**config.mk**
```make
export PLATFORM = sky130hd
export DESIGN_NAME = tcw_ctrl
export DESIGN_NICKNAME = d
export VERILOG_FILES = /design/src/hdl/tcw_pkg.sv /design/src/hdl/tcw_ctrl.sv
export SDC_FILE = /design/constraint.sdc
export NUM_CORES = 1
export LEC_CHECK = 0
export BUFFER_PORTS_ARGS = -buffer_cell sky130_fd_sc_hd__buf_2
export CAP_MARGIN = 20
export CORE_ASPECT_RATIO = 0.9
export CORE_MARGIN = 2
export CORE_UTILIZATION = 40
export DETAILED_ROUTE_END_ITERATION = 12
export PLACE_DENSITY = 0.68
export SYNTH_ARGS = -nofsm -noshare
export SYNTH_HDL_FRONTEND = slang
export SYNTH_SLANG_ARGS = --single-unit
```
**constraint.sdc**
```tcl
create_clock -name clock -period 4.9 [get_ports clock]
set_input_delay 0.49 -clock clock [delete_from_list [all_inputs] [get_ports clock]]
set_output_delay 0.49 -clock clock [all_outputs]
set_load 0.005 [all_outputs]
```
**src/hdl/tcw_pkg.sv**
```systemverilog
// ----------------------------------------------------------------------------
// tcw_pkg: shared definitions for the text console writer
// Character codes, the opcode, the register map, sequencer states and the
// result bundle passed from the control unit to the top level.
// ----------------------------------------------------------------------------
package tcw_pkg;

   localparam int COLUMNS_DEFAULT  = 80;
   localparam int ROWS_DEFAULT     = 25;
   localparam int TAB_STEP_DEFAULT = 8;

   // opcodes
   localparam logic OP_PUT  = 1'b0;
   localparam logic OP_READ = 1'b1;

   // character codes with a special meaning
   localparam logic [7:0] CHAR_TAB     = 8'h09;
   localparam logic [7:0] CHAR_NEWLINE = 8'h0A;
   localparam logic [7:0] CHAR_RETURN  = 8'h0D;
   localparam logic [7:0] CHAR_BLANK   = 8'h20;

   localparam logic [7:0] RESET_ATTR = 8'h07;

   // register map (word index from paddr[2])
   localparam int          CSR_ADDR_W          = 3;
   localparam logic        CSR_IDX_CLEAR_ATTR  = 1'b0;

   typedef enum logic [2:0] {
      ST_INIT,
      ST_IDLE,
      ST_READ,
      ST_SPAN,
      ST_COPY,
      ST_FLUSH,
      ST_BOTTOM,
      ST_POST
   } state_type;

   typedef struct packed {
      logic [15:0] cell_data;
      logic [6:0]  cursor_column;
      logic [4:0]  cursor_row;
      logic [10:0] cursor_position;
      logic        scrolled;
   } rsp_type;

endpackage

```
**src/hdl/tcw_ctrl.sv**
```systemverilog
// ----------------------------------------------------------------------------
// tcw_ctrl: cursor logic and sweep sequencer
// Decodes each item, moves the cursor and drives one address sweep unit
// that clears spans, copies rows up on a scroll and blanks the bottom row.
// ----------------------------------------------------------------------------
module tcw_ctrl #(
   parameter int COLUMNS  = tcw_pkg::COLUMNS_DEFAULT,
   parameter int ROWS     = tcw_pkg::ROWS_DEFAULT,
   parameter int TAB_STEP = tcw_pkg::TAB_STEP_DEFAULT,
   parameter int AW       = $clog2(COLUMNS * ROWS)
) (
   input  logic              clock,
   input  logic              reset,
   input  logic              req_valid,
   output logic              req_ready,
   input  logic              req_opcode,
   input  logic [7:0]        req_char_code,
   input  logic [7:0]        req_color,
   input  logic [10:0]       req_read_address,
   input  logic [7:0]        clear_attr,
   output logic              res_valid,
   input  logic              res_take,
   output tcw_pkg::rsp_type  res,
   output logic              mem_we,
   output logic [AW-1:0]     mem_waddr,
   output logic [15:0]       mem_wdata,
   output logic [AW-1:0]     mem_raddr,
   input  logic [15:0]       mem_rdata
);

   localparam int CELL_COUNT = COLUMNS * ROWS;
   localparam int CLW        = $clog2(COLUMNS);
   localparam int RW         = $clog2(ROWS);
   localparam int SW         = $clog2(COLUMNS + TAB_STEP + 1);

   localparam logic [AW-1:0] ADDR_LAST  = AW'(CELL_COUNT - 1);
   localparam logic [AW-1:0] ADDR_COLS  = AW'(COLUMNS);
   localparam logic [AW-1:0] ADDR_BOT   = AW'(CELL_COUNT - COLUMNS);
   localparam logic [RW-1:0] ROW_LAST   = RW'(ROWS - 1);
   localparam logic [SW-1:0] SUM_COLS   = SW'(COLUMNS);

   tcw_pkg::state_type state_ff, state_in;

   logic [CLW-1:0] col_ff,      col_in;
   logic [RW-1:0]  row_ff,      row_in;
   logic [AW-1:0]  sweep_ff,    sweep_in;
   logic [AW-1:0]  last_ff,     last_in;
   logic           scroll_ff,   scroll_in;
   logic [15:0]    cell_ff,     cell_in;
   logic           copy_wr_ff,  copy_wr_in;
   logic [AW-1:0]  copy_wa_ff,  copy_wa_in;

   logic           accept;
   logic           is_read, read_ok, is_nl, is_cr, is_tab;
   logic [AW-1:0]  base, cur;
   logic [SW-1:0]  tab_sum, tab_end, inc_sum;
   logic           wrap;
   logic           sweep_end;

   // decode of the item at the input
   always_comb begin
      accept    = req_valid && (state_ff == tcw_pkg::ST_IDLE);
      is_read   = (req_opcode == tcw_pkg::OP_READ);
      read_ok   = 32'(req_read_address) < 32'(CELL_COUNT);
      is_nl     = (req_char_code == tcw_pkg::CHAR_NEWLINE);
      is_cr     = (req_char_code == tcw_pkg::CHAR_RETURN);
      is_tab    = (req_char_code == tcw_pkg::CHAR_TAB);
      base      = AW'(row_ff * COLUMNS);
      cur       = base + AW'(col_ff);
      tab_sum   = SW'(col_ff) + SW'(TAB_STEP);
      tab_end   = (tab_sum > SUM_COLS) ? SUM_COLS : tab_sum;
      inc_sum   = SW'(col_ff) + SW'(1);
      sweep_end = (sweep_ff == last_ff);
      if (is_nl) begin
         wrap = 1'b1;
      end else if (is_cr) begin
         wrap = 1'b0;
      end else if (is_tab) begin
         wrap = (tab_sum >= SUM_COLS);
      end else begin
         wrap = (inc_sum >= SUM_COLS);
      end
   end

   // next state
   always_comb begin
      state_in = state_ff;
      case (state_ff)
         tcw_pkg::ST_INIT: begin
            if (sweep_end) state_in = tcw_pkg::ST_IDLE;
         end
         tcw_pkg::ST_IDLE: begin
            if (accept) begin
               if (is_read) begin
                  state_in = read_ok ? tcw_pkg::ST_READ : tcw_pkg::ST_POST;
               end else if (is_nl || is_tab) begin
                  state_in = tcw_pkg::ST_SPAN;
               end else if (is_cr) begin
                  state_in = tcw_pkg::ST_POST;
               end else begin
                  state_in = (wrap && row_ff == ROW_LAST) ? tcw_pkg::ST_COPY
                                                          : tcw_pkg::ST_POST;
               end
            end
         end
         tcw_pkg::ST_READ: state_in = tcw_pkg::ST_POST;
         tcw_pkg::ST_SPAN: begin
            if (sweep_end) state_in = scroll_ff ? tcw_pkg::ST_COPY : tcw_pkg::ST_POST;
         end
         tcw_pkg::ST_COPY: begin
            if (sweep_end) state_in = tcw_pkg::ST_FLUSH;
         end
         tcw_pkg::ST_FLUSH: state_in = tcw_pkg::ST_BOTTOM;
         tcw_pkg::ST_BOTTOM: begin
            if (sweep_end) state_in = tcw_pkg::ST_POST;
         end
         tcw_pkg::ST_POST: begin
            if (res_take) state_in = tcw_pkg::ST_IDLE;
         end
         default: state_in = tcw_pkg::ST_INIT;
      endcase
   end

   // outputs and datapath next values
   always_comb begin
      col_in     = col_ff;
      row_in     = row_ff;
      sweep_in   = sweep_ff + AW'(1);
      last_in    = last_ff;
      scroll_in  = scroll_ff;
      cell_in    = cell_ff;
      copy_wr_in = (state_ff == tcw_pkg::ST_COPY);
      copy_wa_in = sweep_ff - ADDR_COLS;
      req_ready  = 1'b0;
      res_valid  = 1'b0;
      mem_we     = 1'b0;
      mem_waddr  = sweep_ff;
      mem_wdata  = {clear_attr, tcw_pkg::CHAR_BLANK};
      mem_raddr  = sweep_ff;
      case (state_ff)
         tcw_pkg::ST_INIT: begin
            mem_we    = 1'b1;
            mem_wdata = {tcw_pkg::RESET_ATTR, tcw_pkg::CHAR_BLANK};
         end
         tcw_pkg::ST_IDLE: begin
            req_ready = 1'b1;
            mem_raddr = AW'(req_read_address);
            if (accept) begin
               cell_in   = 16'h0000;
               scroll_in = 1'b0;
               sweep_in  = (is_nl || is_tab) ? cur : ADDR_COLS;
               last_in   = is_nl ? base + AW'(COLUMNS - 1)
                                 : base + AW'(tab_end) - AW'(1);
               if (!is_read) begin
                  if (is_cr) begin
                     col_in = '0;
                  end else if (wrap) begin
                     col_in = '0;
                     if (row_ff == ROW_LAST) begin
                        scroll_in = 1'b1;
                     end else begin
                        row_in = row_ff + RW'(1);
                     end
                  end else if (is_tab) begin
                     col_in = CLW'(tab_sum);
                  end else begin
                     col_in = CLW'(inc_sum);
                  end
                  if (!is_nl && !is_cr && !is_tab) begin
                     mem_we    = 1'b1;
                     mem_waddr = cur;
                     mem_wdata = {req_color, req_char_code};
                  end
               end
            end
         end
         tcw_pkg::ST_READ: begin
            cell_in = mem_rdata;
         end
         tcw_pkg::ST_SPAN: begin
            mem_we = 1'b1;
            if (sweep_end) begin
               sweep_in = ADDR_COLS;
               last_in  = ADDR_LAST;
            end
         end
         tcw_pkg::ST_COPY: begin
            // read runs one row ahead, the write address and enable are registered behind it
            mem_we    = copy_wr_ff;
            mem_waddr = copy_wa_ff;
            mem_wdata = mem_rdata;
         end
         tcw_pkg::ST_FLUSH: begin
            mem_we    = copy_wr_ff;
            mem_waddr = copy_wa_ff;
            mem_wdata = mem_rdata;
            sweep_in  = ADDR_BOT;
            last_in   = ADDR_LAST;
         end
         tcw_pkg::ST_BOTTOM: begin
            mem_we = 1'b1;
         end
         tcw_pkg::ST_POST: begin
            res_valid = 1'b1;
         end
         default: begin
            mem_we = 1'b0;
         end
      endcase
      res.cell_data       = cell_ff;
      res.cursor_column   = 7'(col_ff);
      res.cursor_row      = 5'(row_ff);
      res.cursor_position = 11'(cur);
      res.scrolled        = scroll_ff;
   end

   always_ff @(posedge clock) begin
      if (reset) begin
         state_ff   <= tcw_pkg::ST_INIT;
         col_ff     <= '0;
         row_ff     <= '0;
         sweep_ff   <= '0;
         last_ff    <= ADDR_LAST;
         scroll_ff  <= 1'b0;
         copy_wr_ff <= 1'b0;
      end else begin
         state_ff   <= state_in;
         col_ff     <= col_in;
         row_ff     <= row_in;
         sweep_ff   <= sweep_in;
         last_ff    <= last_in;
         scroll_ff  <= scroll_in;
         copy_wr_ff <= copy_wr_in;
      end
   end

   always_ff @(posedge clock) begin
      cell_ff    <= cell_in;
      copy_wa_ff <= copy_wa_in;
   end

   a_col_range: assert property (@(posedge clock) disable iff (reset)
      32'(col_ff) < 32'(COLUMNS))
      else $error("cursor column out of range");

   a_scroll_row: assert property (@(posedge clock) disable iff (reset)
      res_valid && res.scrolled |-> row_ff == ROW_LAST)
      else $error("scroll reported away from the last row");

   a_copy_write: assert property (@(posedge clock) disable iff (reset)
      copy_wr_ff |-> state_ff == tcw_pkg::ST_COPY || state_ff == tcw_pkg::ST_FLUSH)
      else $error("row copy write outside a scroll");

   a_read_path: assert property (@(posedge clock) disable iff (reset)
      accept && is_read |=> state_ff == tcw_pkg::ST_READ || state_ff == tcw_pkg::ST_POST)
      else $error("read item took a store sweep");

endmodule
```
==> results.md <==
- Final hold slack: 0.456 ns
- Leak: 2.65 nW
- Worst Path Max Fanout: 18
- Pwr dens: 225 mW/mm²
- Layout cells sized above 1: 0.257
- Worst-Skew Late Latency: 0.33 ns
- Worst r2r src: col_ff[0]
- Dominant cells by area after synthesis: dfxtp_1 21%, edfxtp_1 10%, ha_1 7.8%, xnor2_1 6.4%, nor2_1 4.1%
- Core Area: 0.0116 mm²
- Synth cell types: 63
- Area growth, synth to finish: 22.7%
- CP Cell Sequence: nor3b_2 -> nand2_1 -> nor2_1 -> and2_1 -> buf_4 -> o21ai_0 -> buf_4 -> a222oi_1 -> inv_1 -> buf_2
- Slowest cell on the critical path: dfxtp_1
- # rows: 37
- H-Tree Level Count: 3
- Reg2reg setup slack: 0.95 ns
- Post-synth EDFFs: 16
- Vias in the first global route: 4657
- Critical Path Stages: 10
- Yosys reg bits: 66
- Max-slew violation count: 0
- DR pass1 iterations: 5
- Tmin final: 4.00 ns
- RSZ-0062 raised after global routing: false
- Final Hold Viols: 0
- Worst EP required: 4.41 ns
- Total global routing overflow: 0
- Pin slew with the least headroom to its limit: 0.720 ns
- Cell Area, Synth: 0.00480 mm²
- Nets: 786
- Total routed wirelength: 14700 µm
- Max-cap violation count: 0
- Die width: 119 µm
- Multi-input logic area: 0.00299 mm²
- Crit Path Class: flip-flop to output pin
- Post-Place Cells: 843
- RR Endpoint: last_ff[7]
- WP buf/inv: 4
- Post-synthesis net count: 670
- Detailed Route Iter0 Violations: 459
- Root buffer cell: clkbuf_16
- Outcome: complete, no violations
- Die area: 0.0129 mm²
- Slew headroom: 0.516
- Ys Warns: 0
- Hpwl dp: 11200 µm
- Sequential area share after synthesis: 0.309
- Post-CTS Setup Bufs: 0
- Post-Syn Instances: 582
- DRC Markers: 0
- Slowest stage delay, CP: 0.70 ns
- Prevailing post-synth register cell: dfxtp_1
- CP Capture Type: output pin
- Most used cell, CP: buf_4
- Diode count: 0
- Clock transition at path regs: 0.06 ns
- Setup crit end: mem_waddr[1]
- Initial Util: 0.414
- Via Count: 4794
- Cells on worst reg2reg path: 15
- Die Y-Extent: 108 µm
- Startpoint Class: flip-flop
- First-pass GRT wire length: 23400 µm
- Yosys top cell area share: 0.209
- Async SR Flop Fraction: 0
- Hold buffers post-CTS: 0
- Synth area leader: dfxtp_1
- Worst path top cell family by delay: simple AND/OR/NAND/NOR gates
- Maximum vdd drop: 0.169 mV
- Post-route ant nets: 0
- Syn avg cell area: 8.24 µm²
- Largest net degree at the start of global routing: 33
- IO Pins: 137
- Global placement routability congestion: 0.908
- Final setup viols: 0
- Skew final: 0.0111 ns
- CTS Sinks: 66
- Crit path DAT: 3.51 ns
- Setup_tns: 0 ns
- Initial antenna violation count: 0
- FF+latch area: 0.00148 mm²
- Gr usage total: 0.227
- Fin cells: 859
- Num CTS Buffers: 9
- Fmax: 250 MHz
- Post_cts resized: 0
- Number of fill cells: 1111
- IO buf count: 136
- Final Cycle Share: 0.817
- Crit. Startpoint: state_ff[0]
- Clock Path Buffers: 2
- Via density per instance: 5.58
- WL per Instance: 17.2 µm
- CTS tree: done
- Worst hold path type: flip-flop to flip-flop
worst register-to-register path: cells and delay by family (launching register included):
family | cells | cell delay, ns
fa+ha+maj | 3 | 0.94
simple gates | 6 | 1.14
buf+inv | 2 | 0.26
compound gates | 4 | 0.84
flops | 1 | 0.64
synthesized netlist by cell type (7+ instances only):
master and n:
a21oi_1 27, a222oi_1 14, a22o_1 7, a22oi_1 14, and2_1 23, clkbuf_1 27
dfxtp_1 50, edfxtp_1 16, ha_1 30, inv_1 40, mux2_2 10, nand2_1 43
nand3_1 21, nand4_1 9, nor2_1 52, nor2b_1 11, nor3_1 10, o21ai_0 29
or3_1 7, xnor2_1 35, xor2_1 14
flip-flops by register name, indices dropped and copies added (netlist names):
name,count
state_ff,3
copy_wa_ff,11
sweep_ff,11
copy_wr_ff,1
row_ff,5
col_ff,7
scroll_ff,1
cell_ff,16
last_ff,11
per-layer routing:
metal  global-route usage  part of all wire  up-vias
li1                     -                 -     2305
met1                0.288              0.44     2272
met2                0.399              0.47      196
met3               0.0413             0.069       21
met4               0.0571             0.017        0
met5                    0                 0        -
area by class of cell:
cell class                      instances  area share
Timing Repair Buffer                  144       0.126
Clock buffer                           13      0.0478
Sequential cell                        66       0.252
Clock inverter                          3     0.00744
Inverter                               41      0.0262
Tap cell                              156      0.0332
Multi-Input combinational cell        436       0.508
placed cells by master, fill, tap and decap left out, types with 11 or more instances in the layout:
cell	synthesis	routed
buf_2	4	136
a222oi_1	14	14
nand3_1	21	21
a21oi_1	27	27
nor2b_1	11	11
and2_1	23	23
edfxtp_1	16	16
xor2_1	14	14
o21ai_0	29	29
nor2_1	52	52
nand2_1	43	43
ha_1	30	30
a22oi_1	14	14
inv_1	40	40
xnor2_1	35	35
dfxtp_1	50	50
where the power goes:
group          internal, mW  switching [mW]  total (mW)
clock                 0.453           0.238       0.690
sequential            0.560         0.00675       0.567
combinational        0.0300          0.0343      0.0643
total                  1.04           0.279        1.32
cell families (layout without fill, tap and decap cells):
| family | after synthesis | count (layout) | share of synthesized area |
|---|---|---|---|
| flip-flops | 66 | 66 | 0.309 |
| XOR/XNOR | 50 | 50 | 0.0929 |
| buffers and inverters | 80 | 201 | 0.0683 |
| adder cells (fa/ha/maj) | 32 | 32 | 0.0866 |
| AND/OR/NAND/NOR | 206 | 206 | 0.217 |
| multiplexers | 12 | 12 | 0.0276 |
| AO/OA/AOI/OAI | 136 | 136 | 0.199 |
how the worst min path moves through the flow:
stage                            start            end  cells past startpoint
after floorplan            sweep_ff[2]  copy_wa_ff[2]                      0
after global placement     sweep_ff[0]  copy_wa_ff[0]                      0
after detailed placement   sweep_ff[0]  copy_wa_ff[0]                      0
after CTS                 mem_rdata[2]     cell_ff[2]                      2
after global routing      mem_rdata[0]     cell_ff[0]                      2
final                      sweep_ff[0]  copy_wa_ff[0]                      0
stage by stage:
step	worst slack [ns]	power, mW	cell area [µm²]	utilization
3_3_place_gp	1.19	0.642	5560	0.480
3_5_place_dp	1.01	0.642	5560	0.480
6_report	0.896	1.32	5880	0.508
2_1_floorplan	1.47	0.599	4800	-
5_1_grt	0.582	1.36	5880	0.508
4_1_cts	0.810	1.33	5880	0.508
(Power assumes the default switching activity.)
